$ cat config.mk
export PLATFORM = sky130hd
export DESIGN_NAME = triangle_scanline_span_rasterizer_unit
export DESIGN_NICKNAME = d
export VERILOG_FILES = /design/src/rtl/tssr_pkg.sv /design/src/rtl/triangle_scanline_span_rasterizer_unit.sv /design/src/rtl/tssr_div.sv
export SDC_FILE = /design/constraint.sdc
export NUM_CORES = 1
export LEC_CHECK = 0
export BUFFER_PORTS_ARGS = -buffer_cell sky130_fd_sc_hd__buf_2
export CELL_PAD_IN_SITES_DETAIL_PLACEMENT = 0
export CELL_PAD_IN_SITES_GLOBAL_PLACEMENT = 2
export CORE_MARGIN = 1.5
export CORE_UTILIZATION = 40
export DETAILED_ROUTE_END_ITERATION = 12
export PLACE_DENSITY = 0.78
export SLEW_MARGIN = 20
export SYNTH_ARGS = -nofsm -noshare
export SYNTH_HDL_FRONTEND = slang
export SYNTH_SLANG_ARGS = --single-unit
$ cat constraint.sdc
create_clock -name clk -period 17.1 [get_ports clk]
set_clock_uncertainty 0.1 [all_clocks]
set_input_delay 1.71 -clock clk [delete_from_list [all_inputs] [get_ports clk]]
set_output_delay 1.71 -clock clk [all_outputs]
set_load 0.05 [all_outputs]
$ cat src/rtl/tssr_pkg.sv
`default_nettype none
package tssr_pkg;
  localparam int ROW_COUNT     = 64;
  localparam int COLUMN_COUNT  = 1024;
  localparam int FRACTION_BITS = 16;

  localparam int ROW_W = $clog2(ROW_COUNT);
  localparam int COL_W = $clog2(COLUMN_COUNT);
  localparam int WID_W = $clog2(COLUMN_COUNT + 1);
  localparam int POS_W = COL_W + FRACTION_BITS + 3;
  localparam int NUM_W = ROW_W + COL_W + FRACTION_BITS + 2;
  localparam int CNT_W = $clog2(NUM_W + 1);

  localparam int IN_W    = 3 * (COL_W + ROW_W);
  localparam int IN_PAD  = ((IN_W + 7) / 8) * 8;
  localparam int OUT_W   = ROW_W + COL_W + WID_W;
  localparam int OUT_PAD = ((OUT_W + 7) / 8) * 8;

  typedef logic signed [POS_W-1:0] pos_t;
  typedef logic signed [NUM_W-1:0] num_t;

  typedef struct packed {
    logic             start;
    num_t             num;
    logic [ROW_W-1:0] den;
  } div_req_t;

  typedef struct packed {
    logic done;
    num_t quo;
  } div_rsp_t;

  function automatic pos_t fx(input logic [COL_W-1:0] x);
    return {{(POS_W-COL_W-FRACTION_BITS){1'b0}}, x, {FRACTION_BITS{1'b0}}};
  endfunction

  function automatic num_t sx(input pos_t p);
    return {{(NUM_W-POS_W){p[POS_W-1]}}, p};
  endfunction

  // Truncate an edge to a column and clamp it to 0..COLUMN_COUNT.
  function automatic logic [WID_W-1:0] col_of(input pos_t c);
    pos_t t;
    t = c >>> FRACTION_BITS;
    if (c[POS_W-1]) begin
      return '0;
    end else if (t > pos_t'(COLUMN_COUNT)) begin
      return WID_W'(COLUMN_COUNT);
    end
    return t[WID_W-1:0];
  endfunction
endpackage
`default_nettype wire

$ cat src/rtl/triangle_scanline_span_rasterizer_unit.sv
// Triangle span rasterizer.
// The slave stream takes one triangle per transaction: tdata holds vertex a x, a y,
// b x, b y, c x, c y from the lowest bit up. The master stream gives one
// transaction per covered row with row, start column and width in tdata; tuser
// flags a rejected zero-height triangle, and tlast marks the final transaction of
// each triangle.
// One triangle is worked on at a time. After acceptance it takes up to five
// signed divisions on a shared bit-serial divider and gives one span per cycle,
// while the receiver is ready, for each covered row, up to 64; a triangle with
// a split gives its upper rows before its last two divisions. A flat one takes
// two divisions. A zero-height triangle passes through a reject state to its
// single result.
// A stalled receiver holds the output register and freezes the row walk; no
// result is dropped. Reset empties the output register and returns the
// sequencer to idle, ready for a new triangle.
`default_nettype none
module triangle_scanline_span_rasterizer_unit
  import tssr_pkg::*;
(
  input  wire logic               clk,
  input  wire logic               rst,
  input  wire logic               s_tvalid,
  output logic                    s_tready,
  // vertex_a_x, vertex_a_y, vertex_b_x, vertex_b_y, vertex_c_x, vertex_c_y
  input  wire logic [IN_PAD-1:0]  s_tdata,
  output logic                    m_tvalid,
  input  wire logic               m_tready,
  // span_row, span_start, span_width, zero pad
  output logic [OUT_PAD-1:0]      m_tdata,
  // rejected
  output logic [0:0]              m_tuser,
  output logic                    m_tlast
);
  typedef enum logic [8:0] {
    ST_IDLE = 9'b000000001,
    ST_REJ  = 9'b000000010,
    ST_MID  = 9'b000000100,
    ST_BS1  = 9'b000001000,
    ST_BS2  = 9'b000010000,
    ST_BRUN = 9'b000100000,
    ST_TS1  = 9'b001000000,
    ST_TS2  = 9'b010000000,
    ST_TRUN = 9'b100000000
  } state_t;

  state_t state, state_next;

  logic [COL_W-1:0] vx [3];
  logic [ROW_W-1:0] vy [3];
  logic [1:0]       o0, o1, o2, ot;

  logic [COL_W-1:0] xt, xm, xb;
  logic [ROW_W-1:0] yt, ym, yb, row;
  logic             flat_bot, general, pending;
  pos_t             mx, s1, s2, c1, c2, tp1, tp2, p3;

  div_req_t div_req;
  div_rsp_t div_rsp;

  logic signed [ROW_W:0]           dyy;
  logic signed [COL_W:0]           dxx;
  logic signed [ROW_W+COL_W+1:0]   prod;
  logic                            slot;
  logic [WID_W-1:0]                ca, cb, cmin, cwid;
  logic [COL_W-1:0]                cstart;
  logic                            div_state;

  always_comb begin
    for (int i = 0; i < 3; i++) begin
      vx[i] = s_tdata[i*(COL_W+ROW_W) +: COL_W];
      vy[i] = s_tdata[i*(COL_W+ROW_W)+COL_W +: ROW_W];
    end
    o0 = 2'd0;
    o1 = 2'd1;
    o2 = 2'd2;
    ot = 2'd0;
    for (int p = 0; p < 2; p++) begin
      if (vy[o0] > vy[o1]) begin
        ot = o0; o0 = o1; o1 = ot;
      end
      if (vy[o1] > vy[o2]) begin
        ot = o1; o1 = o2; o2 = ot;
      end
    end
  end

  assign s_tready = state == ST_IDLE;
  assign slot     = !m_tvalid || m_tready;

  assign tp1 = general ? fx(xm) : fx(xt);
  assign tp2 = general ? mx : fx(xm);
  assign p3  = flat_bot ? fx(xb) : mx;

  function automatic logic signed [ROW_W+COL_W+1:0] dyy_mid();
    return (ROW_W+COL_W+2)'(signed'({1'b0, ROW_W'(ym - yt)}));
  endfunction

  assign dyy  = signed'({1'b0, ROW_W'(yb - yt)});
  assign dxx  = signed'({1'b0, xb}) - signed'({1'b0, xt});
  assign prod = dyy_mid() * dxx;

  assign div_state = state == ST_MID || state == ST_BS1 || state == ST_BS2 ||
                     state == ST_TS1 || state == ST_TS2;

  always_comb begin
    div_req.start = div_state && !pending;
    div_req.num   = '0;
    div_req.den   = ROW_W'(ym - yt);
    case (state)
      ST_MID: begin
        div_req.num = {prod, {FRACTION_BITS{1'b0}}};
        div_req.den = dyy[ROW_W-1:0];
      end
      ST_BS1: div_req.num = sx(fx(xm)) - sx(fx(xt));
      ST_BS2: div_req.num = sx(p3) - sx(fx(xt));
      ST_TS1: begin
        div_req.num = sx(fx(xb)) - sx(tp1);
        div_req.den = ROW_W'(yb - ym);
      end
      ST_TS2: begin
        div_req.num = sx(fx(xb)) - sx(tp2);
        div_req.den = ROW_W'(yb - ym);
      end
      default: div_req.num = '0;
    endcase
  end

  tssr_div u_div (
    .clk (clk),
    .rst (rst),
    .req (div_req),
    .rsp (div_rsp)
  );

  assign ca     = col_of(c1);
  assign cb     = col_of(c2);
  assign cmin   = (ca < cb) ? ca : cb;
  assign cwid   = (ca < cb) ? cb - ca : ca - cb;
  assign cstart = (cmin > WID_W'(COLUMN_COUNT - 1)) ? COL_W'(COLUMN_COUNT - 1)
                                                     : cmin[COL_W-1:0];

  always_comb begin
    state_next = state;
    case (state)
      ST_IDLE: begin
        if (s_tvalid) begin
          if (vy[o0] == vy[o2]) begin
            state_next = ST_REJ;
          end else if (vy[o1] == vy[o2]) begin
            state_next = ST_BS1;
          end else if (vy[o0] == vy[o1]) begin
            state_next = ST_TS1;
          end else begin
            state_next = ST_MID;
          end
        end
      end
      ST_REJ:  if (slot) state_next = ST_IDLE;
      ST_MID:  if (div_rsp.done) state_next = ST_BS1;
      ST_BS1:  if (div_rsp.done) state_next = ST_BS2;
      ST_BS2:  if (div_rsp.done) state_next = ST_BRUN;
      ST_BRUN: if (slot && row == ym) state_next = flat_bot ? ST_IDLE : ST_TS1;
      ST_TS1:  if (div_rsp.done) state_next = ST_TS2;
      ST_TS2:  if (div_rsp.done) state_next = ST_TRUN;
      ST_TRUN: if (slot && row == ROW_W'(ym + 1'b1)) state_next = ST_IDLE;
      default: state_next = ST_IDLE;
    endcase
  end

  always_ff @(posedge clk) begin
    if (rst) begin
      state    <= ST_IDLE;
      pending  <= 1'b0;
      m_tvalid <= 1'b0;
    end else begin
      state <= state_next;
      if (div_rsp.done) begin
        pending <= 1'b0;
      end else if (div_req.start) begin
        pending <= 1'b1;
      end
      if ((state == ST_REJ || state == ST_BRUN || state == ST_TRUN) && slot) begin
        m_tvalid <= 1'b1;
      end else if (m_tready) begin
        m_tvalid <= 1'b0;
      end
    end
  end

  always_ff @(posedge clk) begin
    if (state == ST_IDLE && s_tvalid) begin
      xt       <= vx[o0];
      yt       <= vy[o0];
      xm       <= vx[o1];
      ym       <= vy[o1];
      xb       <= vx[o2];
      yb       <= vy[o2];
      flat_bot <= vy[o1] == vy[o2];
      general  <= vy[o0] != vy[o1] && vy[o1] != vy[o2];
    end
    if (div_rsp.done) begin
      case (state)
        ST_MID: mx <= pos_t'(div_rsp.quo) + fx(xt);
        ST_BS1: s1 <= pos_t'(div_rsp.quo);
        ST_BS2: begin
          s2  <= pos_t'(div_rsp.quo);
          c1  <= fx(xt);
          c2  <= fx(xt) + pos_t'(1 << FRACTION_BITS);
          row <= yt;
        end
        ST_TS1: s1 <= pos_t'(div_rsp.quo);
        ST_TS2: begin
          s2  <= pos_t'(div_rsp.quo);
          c1  <= fx(xb) - pos_t'(1 << FRACTION_BITS);
          c2  <= fx(xb);
          row <= yb;
        end
        default: mx <= mx;
      endcase
    end
    if (slot) begin
      case (state)
        ST_REJ: begin
          m_tdata <= '0;
          m_tuser <= 1'b1;
          m_tlast <= 1'b1;
        end
        ST_BRUN: begin
          m_tdata <= OUT_PAD'({cwid, cstart, row});
          m_tuser <= 1'b0;
          m_tlast <= flat_bot && row == ym;
          row     <= row + 1'b1;
          c1      <= c1 + s1;
          c2      <= c2 + s2;
        end
        ST_TRUN: begin
          m_tdata <= OUT_PAD'({cwid, cstart, row});
          m_tuser <= 1'b0;
          m_tlast <= row == ROW_W'(ym + 1'b1);
          row     <= row - 1'b1;
          c1      <= c1 - s1;
          c2      <= c2 - s2;
        end
        default: m_tuser <= m_tuser;
      endcase
    end
  end
endmodule
`default_nettype wire

$ cat src/rtl/tssr_div.sv
`default_nettype none
module tssr_div
  import tssr_pkg::*;
(
  input  wire logic     clk,
  input  wire logic     rst,
  input  wire div_req_t req,
  output div_rsp_t      rsp
);
  logic [NUM_W-1:0] mag;
  logic [ROW_W-1:0] rem;
  logic [ROW_W-1:0] den;
  logic [CNT_W-1:0] cnt;
  logic             neg;
  logic             busy;
  logic [ROW_W:0]   trial;
  logic             fits;

  assign trial = {rem, mag[NUM_W-1]};
  assign fits  = trial >= {1'b0, den};

  always_ff @(posedge clk) begin
    if (rst) begin
      busy     <= 1'b0;
      rsp.done <= 1'b0;
    end else begin
      rsp.done <= 1'b0;
      if (req.start && !busy) begin
        busy <= 1'b1;
        cnt  <= '0;
        rem  <= '0;
        den  <= req.den;
        neg  <= req.num[NUM_W-1];
        mag  <= req.num[NUM_W-1] ? NUM_W'(-req.num) : req.num;
      end else if (busy) begin
        rem <= fits ? ROW_W'(trial - {1'b0, den}) : trial[ROW_W-1:0];
        mag <= {mag[NUM_W-2:0], fits};
        cnt <= cnt + 1'b1;
        if (cnt == CNT_W'(NUM_W - 1)) begin
          busy     <= 1'b0;
          rsp.done <= 1'b1;
          rsp.quo  <= neg ? -num_t'({mag[NUM_W-2:0], fits})
                          : num_t'({mag[NUM_W-2:0], fits});
        end
      end
    end
  end
endmodule
`default_nettype wire

==> results of run 1 <==
## final timing paths
check | cells past startpoint | endpoint
worst min register to register | 2 | c2[3]$_DFF_P_
worst max-delay path | 37 | state[3]$_SDFFE_PP0P_
worst max register to register | 29 | u_div.mag[17]$_DFFE_PP_
worst min-delay path | 2 | c2[3]$_DFF_P_
## logic make-up after synthesis
kind of cell,Yosys count
xor+xnor,304
fa+ha+maj,287
compound gates,860
other cells,1
buf+inv,323
simple gates,882
mux,98
flops,325
## routing by layer
layer	GRT usage, %	part of all wire, %	routed length, µm
met4	8.25	3.2	2850
met5	0	0	0
met1	33.5	45	40500
met2	41.2	46	41300
met3	3.55	5.1	4550
## metrics by stage
stage               instance area, µm²  utilization (%)
CTS                              30700             44.8
detailed placement               29300             42.7
global placement                 29300             42.7
finish                           30700             44.8
global route                     30700             44.8
floorplan                        27700                -
## flip-flops by register name (all words and copies together) (netlist names), 6 cells and up
signal     cells
u_div.den      6
u_div.mag     34
u_div.rsp     30
xb            10
xm            10
m_tdata       27
c2            29
xt            10
ym             6
row            6
mx            29
state          9
c1            29
yb             6
s1            29
yt             6
u_div.rem      6
u_div.cnt      6
s2            29
## worst min-delay path, stage by stage, from the launching register on
cell,delay (ps)
dfxtp_1,310
nand3_1,60
nand2_1,40
## final cells by class
type / count / area (µm²) / share of cell area [%]
well taps: 931 / 1160 / 3.79
flip-flops and latches: 325 / 8990 / 29.3
clock inverters: 16 / 245 / 0.799
clock buffers: 59 / 1160 / 3.79
inverters: 204 / 767 / 2.50
repair buffers: 125 / 733 / 2.39
multi-input cells: 2436 / 17600 / 57.5
## cells in the final DEF (no fill, tap or decap), types with 77 or more instances in the layout
master / n
a21oi_1: 216
buf_2: 82
dfxtp_1: 77
edfxtp_1: 248
ha_1: 227
inv_1: 199
mux2i_1: 80
nand2_1: 274
nand3_1: 82
nor2_1: 223
o21ai_0: 226
xnor2_1: 189
xor2_1: 111
==> impl_metrics.py, run 1 <==
metrics = {
    "yosys": {
        "yosysSeqAreaShare_pct": 32.4,
        "synth-edff-count": 248,
        "syn_area_per_cell_um2": 9.00,
        "synth_xor_area_share_pct": 9.61,
        "synthDistinctLibCells": 93,
        "synth_fa_ha_area_share_pct": 14.6,
        "synth_compound_area_share_pct": 19.9,
        "synth_ff_type": "edfxtp_1",
        "synth_top_area_share_pct": 26.9,
        "synth_top_family_by_area": "compound AO/OA/AOI/OAI gates",
        "synth-simple-area-share_pct": 15.4,
        "synth_cells": 3080,
        "synth_mux_area_share_pct": 3.62,
        "syn-cell-area_um2": 27700,
        "yosysTopAreaCell": "edfxtp_1",
        "ys_top_cells_by_area": "edfxtp_1 (27%), ha_1 (10%), xnor2_1 (6.0%)",
        "ys_ff_latch": 325,
        "async_flop_share_pct": 0,
        "yosysMostFrequentCell": "nand2_1",
        "ys_top_cells_by_count": "nand2_1 (274), edfxtp_1 (248), o21ai_0 (229), ha_1 (227), nor2_1 (227)",
        "ys_warn_count": 0,
    },
    "cts": {
        "clk_path_buf_depth": 3,
        "clkSinkCount": 325,
        "cts.clk_slew.worst_paths_ps": 60,
        "cts_buffers": 41,
        "post_cts_resized": 0,
        "cts.htree.levels": 2,
        "postCtsHoldBufs": 0,
        "clk_latency_ps": 580,
        "cts_tree": "built",
        "post_cts_buffers": 0,
        "cts_root_buffer": "clkbuf_16",
    },
    "die": {
        "start_util_pct": 40.4,
        "rows": 96,
        "chipHeight_um": 266,
        "die_x_um": 266,
        "dieArea_um2": 70900,
        "coreArea_um2": 68600,
        "io_pins": 88,
    },
    "global_route": {
        "gr-total-overflow": 0,
        "grt_pass1_vias": 23000,
        "grtUsageTotal_pct": 25.0,
        "grt_antenna_before_repair": 0,
        "grt_max_degree": 74,
        "grt_pass1_wl_mm": 137,
    },
    "timing": {
        "drv_slew": 0,
        "setup_viol": 0,
        "fin_crit_ps": 11140,
        "whs_ps": 360,
        "setup_tns_ps": 0,
        "fin_ws_ps": 5960,
        "hold_viol": 0,
        "post-route-period-util_pct": 65.2,
        "slew_headroom_pct": 26.3,
        "max_freq_ghz": 0.0897,
        "rsz0062_at_grt": "false",
        "worst-slew-pin-transition_ps": 1100,
    },
    "cells_and_area": {
        "syn_to_final_growth_pct": 10.8,
        "drive_above_1_share_pct": 8.50,
        "fill_cells": 6671,
        "n_antenna_cell": 0,
        "nets": 3472,
        "stdcell_count": 4096,
    },
    "setup_path": {
        "cp-end-kind": "flop",
        "start_kind": "input pin",
        "cpPeakStageDelay_ps": 690,
        "cp.required_ps": 17500,
        "startpoint": "s_tdata[30]",
        "worstPathMaxFanout": 28,
        "r2r_start": "xb[0]$_DFFE_PP_",
        "arrival_ps": 11540,
        "path_delay_family": "compound AO/OA/AOI/OAI gates",
        "critical_path_buf_inv_count": 6,
        "crit_type": "input pin to flop",
        "cp_slowest_cell": "mux2i_1",
        "ff2ff_setup_slack_ps": 8260,
    },
    "hold_path": {
        "min_from": "c2[3]$_DFF_P_",
        "worstHoldPathType": "flop to flop",
    },
    "detailed_routing": {
        "remaining_drc_errors": 0,
        "vias": 23300,
        "antenna_left": 0,
        "via_per_inst": 5.70,
        "wl_mm": 89.2,
        "dr.pass1.iters": 6,
        "wl_per_cell_um": 21.8,
        "drtIter0Drc": 1780,
    },
    "placement": {
        "pre_cts_slack_ps": 5220,
        "gp_congestion": 0.907,
        "hpwl_mm": 68.8,
        "io_buffers": 82,
        "dp.cells": 4021,
    },
    "status": {
        "outcome": "finished, final reports clean",
    },
    "run": {
        "maxCapViolCount": 0,
    },
}
Power of run 1 is left out: the tool's default activity adds up to more than one toggle a clock period on the data nets, which glitch-free logic cannot reach.
==> run 2: changes to the inputs <==
ABC_AREA = 1   (was unset)
CORE_UTILIZATION = 38   (was 40)
PLACE_DENSITY = 0.8   (was 0.78)
clock period = 11.1 ns   (was 17.1 ns; I/O delays follow)
==> run 2 against run 1 <==
Against the previous run:
- worst hold slack gained 19 ps
- non-clock buffer count shrank 18
- flip-flop and latch count is the same
- critical path type unchanged
- global-route usage shrank 0.23 points
- critical path depth grew 13
==> impl_metrics.py, run 2 <==
metrics = {
    "status": {
        "outcome": "finished, final reports clean",
    },
    "yosys": {
        "async_flop_share_pct": 0,
        "syn-cell-area_um2": 29600,
        "synth-edff-count": 248,
        "yosysSeqAreaShare_pct": 30.4,
        "ys_top_cells_by_count": "nand2_1 (906), inv_1 (586), nor2_1 (373), o21ai_0 (307), a21oi_1 (258)",
        "synth_ff_type": "edfxtp_1",
        "ys_warn_count": 0,
        "synth_top_area_share_pct": 25.2,
        "yosysMostFrequentCell": "nand2_1",
        "ys_ff_latch": 325,
        "synth_cells": 4088,
        "ys_top_cells_by_area": "edfxtp_1 (25%), nand2_1 (11%), ha_1 (9.6%)",
        "synthDistinctLibCells": 70,
        "syn_area_per_cell_um2": 7.24,
        "yosysTopAreaCell": "edfxtp_1",
    },
    "placement": {
        "hpwl_mm": 77.9,
        "gp_congestion": 0.896,
        "dp.cells": 5129,
        "io_buffers": 82,
    },
    "cells_and_area": {
        "regMostFlops": "u_div.mag",
        "mostFrequentLayoutCell": "nand2_1",
        "fill_cells": 8193,
        "drive_above_1_share_pct": 8.34,
        "stdcell_count": 5201,
        "n_antenna_cell": 0,
        "syn_to_final_growth_pct": 9.29,
        "largest_register_ffs": 34,
        "top_regs": "u_div.mag: 34 flops, u_div.rsp: 30 flops",
        "final_cell_mix": "nand2_1 (906), inv_1 (583), nor2_1 (366), o21ai_0 (306), a21oi_1 (258)",
        "nets": 4470,
    },
    "die": {
        "start_util_pct": 38.3,
        "io_pins": 88,
        "dieArea_um2": 79600,
        "rows": 102,
        "coreArea_um2": 77300,
        "die_x_um": 282,
        "chipHeight_um": 282,
    },
    "detailed_routing": {
        "wl_mm": 98.6,
        "remaining_drc_errors": 0,
        "wl_per_cell_um": 19.0,
        "dr.pass1.iters": 6,
        "drtIter0Drc": 1904,
        "antenna_left": 0,
        "vias": 26900,
        "via_per_inst": 5.18,
    },
    "timing": {
        "fin_crit_ps": 9210,
        "max_freq_ghz": 0.109,
        "drv_slew": 0,
        "post-route-period-util_pct": 83.0,
        "setup_tns_ps": 0,
        "hold_viol": 0,
        "rsz0062_at_grt": "false",
        "worst-slew-pin-transition_ps": 1060,
        "slew_headroom_pct": 28.8,
        "setup_viol": 0,
    },
    "cts": {
        "clk_path_buf_depth": 3,
        "postCtsHoldBufs": 0,
        "clkSinkCount": 325,
        "cts.clk_slew.worst_paths_ps": 60,
        "post_cts_resized": 0,
        "cts_tree": "built",
        "cts_buffers": 40,
        "post_cts_buffers": 0,
        "clk_latency_ps": 590,
        "cts.htree.levels": 2,
        "cts_root_buffer": "clkbuf_16",
    },
    "global_route": {
        "grt_max_degree": 85,
        "grtUsageTotal_pct": 24.7,
        "gr-total-overflow": 0,
        "grt_pass1_wl_mm": 152,
        "grt_pass1_vias": 26000,
        "grt_antenna_before_repair": 0,
    },
    "setup_path": {
        "worstPathMaxFanout": 30,
        "critical_path_buf_inv_count": 6,
        "crit_top_cell": "nand2_1",
        "arrival_ps": 9550,
        "cpPeakStageDelay_ps": 810,
        "cp-end-kind": "flop",
        "path_delay_family": "simple AND/OR/NAND/NOR gates",
        "cp.required_ps": 11430,
        "cp_slowest_cell": "nand2_1",
        "crit_type": "input pin to flop",
        "start_kind": "input pin",
    },
    "hold_path": {
        "worstHoldPathType": "flop to flop",
    },
    "run": {
        "maxCapViolCount": 0,
    },
}
-- run 2: path summary, 6_finish.rpt --
path / start / endpoint / slack [ps] / cells past startpoint
worst min register to register: c2[5]$_DFF_P_ / c2[5]$_DFF_P_ / 380 / 2
worst max register to register: ym[0]$_DFFE_PP_ / u_div.mag[31]$_DFFE_PP_ / 3270 / 31
worst min-delay path: c2[5]$_DFF_P_ / c2[5]$_DFF_P_ / 380 / 2
worst max-delay path: s_tdata[31] / state[3]$_SDFFE_PP0P_ / 1890 / 50
-- run 2: final cells by class --
class | count | area [µm²] | share of cell area (%)
Multi-Input combinational cell | 3034 | 17800 | 55.1
Clock buffer | 51 | 1080 | 3.34
Timing Repair Buffer | 107 | 598 | 1.85
Sequential cell | 325 | 8990 | 27.8
Clock inverter | 21 | 211 | 0.653
Inverter | 623 | 2340 | 7.23
Tap cell | 1040 | 1300 | 4.02
-- run 2: cell families after synthesis --
group                      count (synthesis)  synth area share [%]
and+or+nand+nor                         1764                  25.8
xor gates and xnor gates                 174                  5.15
other                                      1                0.0127
adders and majority gates                287                  13.7
buffers and inverters                    733                  9.64
DFF                                      325                  30.4
muxes                                      3                 0.101
AOI/OAI and AO/OA                        801                  15.3
-- run 2: stage by stage --
| step | util [%] | hold WS [ps] | area [µm²] | setup WS, ps |
|---|---|---|---|---|
| detailed placement | 40.2 | 367 | 31100 | 1370 |
| CTS | 41.8 | 378 | 32300 | 1940 |
| finish | 41.8 | 379 | 32400 | 1890 |
| global route | 41.8 | 401 | 32400 | 968 |
| global placement | 40.2 | 362 | 31100 | 1420 |
| floorplan | - | 340 | 29600 | 3590 |
-- run 2: layer usage --
layer | vias to the layer above | GRT usage [%] | routed length [µm]
met5 | - | 0 | 0
met4 | 0 | 6.30 | 2380
met3 | 116 | 2.50 | 4460
met2 | 613 | 41.2 | 45600
met1 | 12600 | 34.2 | 46200
li1 | 13600 | - | -
-- run 2: worst register-to-register path, delay by kind of cell, from the launching register on --
kind                       cells  cell delay, ps
xor gates and xnor gates       1             800
and+or+nand+nor               15            2230
adders and majority gates      7            2930
buffers and inverters          6             710
AOI/OAI and AO/OA              2             340
DFF                            1             500
Power of run 2 is left out for the same reason.
==> run 3: changes to the inputs <==
ABC_AREA = 0   (was 1)
CORE_UTILIZATION = 37   (was 38)
PLACE_DENSITY = 0.76   (was 0.8)
clock period = 8 ns   (was 11.1 ns; I/O delays follow)
==> run 3 against run 2 <==
Against the previous run:
- routed wire length decreased by 9.2%
- via count fell by 12%
- sequential share of layout area is 0.73 points higher
- largest cell class unchanged
==> impl_metrics.py, run 3 (same netlist as run 1, synthesis figures left out) <==
metrics = {
    "cells_and_area": {
        "regMostFlops": "u_div.mag",
        "final_area_um2": 31500,
        "top_regs": "u_div.mag: 34 flops, u_div.rsp: 30 flops",
        "nets": 3546,
        "fill_cells": 7259,
        "mostFrequentLayoutCell": "nand2_1",
        "regArea_um2": 8990,
        "final_cell_mix": "nand2_1 (273), edfxtp_1 (248), ha_1 (227), o21ai_0 (225), nor2_1 (223)",
        "n_antenna_cell": 0,
        "largest_register_ffs": 34,
        "syn_to_final_growth_pct": 13.8,
        "multi_input_area_um2": 17800,
        "drive_above_1_share_pct": 11.3,
    },
    "cts": {
        "clkSinkCount": 325,
        "cts_root_buffer": "clkbuf_16",
        "cts.htree.levels": 2,
        "cts_tree": "built",
        "clk_path_buf_depth": 3,
        "clk_latency_ps": 580,
        "cts_buffers": 42,
        "cts.clk_slew.worst_paths_ps": 60,
    },
    "setup_path": {
        "cp-end-kind": "flop",
        "rr_worst_depth": 28,
        "start_kind": "flop",
        "crit_type": "flop to flop",
        "worstPathMaxFanout": 4,
        "arrival_ps": 7800,
        "cpPeakStageDelay_ps": 520,
        "crit_top_cell": "a21o_1",
        "cp_slowest_cell": "fa_1",
        "cp.required_ps": 8210,
    },
    "global_route": {
        "grt_antenna_before_repair": 0,
        "grt_pass1_vias": 23500,
        "grtUsageTotal_pct": 23.0,
        "gr-total-overflow": 0,
        "grt_max_degree": 68,
        "grt_pass1_wl_mm": 139,
    },
    "timing": {
        "setup_viol": 0,
        "fin_crit_ps": 7600,
        "fin_ws_ps": 404,
        "slew_headroom_pct": 23.4,
        "hold_viol": 0,
        "drv_slew": 0,
        "worst-slew-pin-transition_ps": 1140,
        "whs_ps": 361,
        "max_freq_ghz": 0.132,
        "post-route-period-util_pct": 95.0,
        "rsz0062_at_grt": "true",
    },
    "hold_path": {
        "hold_depth": 2,
        "worstHoldPathType": "flop to flop",
    },
    "detailed_routing": {
        "wl_per_cell_um": 21.3,
        "remaining_drc_errors": 0,
        "vias": 23700,
        "drtIter0Drc": 1613,
        "antenna_left": 0,
        "dr.pass1.iters": 6,
        "via_per_inst": 5.63,
        "wl_mm": 89.6,
    },
    "placement": {
        "post_dp_cell_area_um2": 30000,
        "gp_congestion": 0.931,
        "pre_cts_slack_ps": -123,
        "hpwl_mm": 70.6,
        "io_buffers": 82,
    },
    "die": {
        "chipHeight_um": 277,
        "die_x_um": 277,
        "start_util_pct": 37.3,
        "dieArea_um2": 76500,
        "rows": 100,
        "io_pins": 88,
        "coreArea_um2": 74300,
    },
    "status": {
        "outcome": "finished, final reports clean",
    },
    "run": {
        "maxCapViolCount": 0,
    },
}
[run 3: cell count changes in the layout (fill, tap and decap cells not counted), sizes merged, moves of 45 or more]
cell / previous run / this run
a21o: 13 / 68
a21oi: 261 / 216
buf: 107 / 197
inv: 625 / 203
mux2i: 3 / 80
nand2: 938 / 274
nand3: 257 / 82
nor2: 406 / 227
o21ai: 332 / 235
xnor2: 55 / 190
[run 3: area by class of cell]
class,count,share of cell area [%]
clock inverter,30,1.22
tap,969,3.85
inverter,204,2.44
sequential,325,28.5
timing repair buffer,197,4.20
timing repair inverter,1,0.0238
multi-input combinational,2436,56.4
clock buffer,46,3.38
[run 3: routing by layer]
layer | track usage, % | wire length, µm
met1 | 30.2 | 40500
met2 | 39.7 | 42900
met3 | 2.61 | 3660
met4 | 7.02 | 2590
met5 | 0 | 0
[run 3: what timing repair did]
item,in CTS,in global routing
endpoints found under the setup margin,0,14
gates resized for setup,0,9
buffers inserted,0,0
hold buffers,0,0
[run 3: worst max-delay path: cells and delay by family, from the launching register on]
| kind | cells | cell delay, ps |
|---|---|---|
| XOR/XNOR | 3 | 620 |
| flip-flops | 1 | 400 |
| AND/OR/NAND/NOR | 6 | 1070 |
| AO/OA/AOI/OAI | 11 | 2400 |
| buffers and inverters | 2 | 200 |
| adder cells (fa/ha/maj) | 6 | 2540 |
[run 3: stage by stage]
| stage | std cells | utilization (%) | setup TNS (ps) |
|---|---|---|---|
| floorplan | 3084 | - | 0 |
| detailed placement | 4131 | 40.4 | -236 |
| finish | 4208 | 42.4 | 0 |
| global route | 4208 | 42.4 | -54.6 |
| CTS | 4207 | 42.4 | 0 |
| global placement | 4131 | 40.4 | -16.0 |
[run 3: final timing paths]
path	from	to	slack (ps)
max	xt[1]$_DFFE_PP_	u_div.mag[32]$_DFFE_PP_	400
min reg2reg	c2[3]$_DFF_P_	c2[3]$_DFF_P_	360
min	c2[3]$_DFF_P_	c2[3]$_DFF_P_	360
max reg2reg	xt[1]$_DFFE_PP_	u_div.mag[32]$_DFFE_PP_	400
Power of run 3 is left out for the same reason.
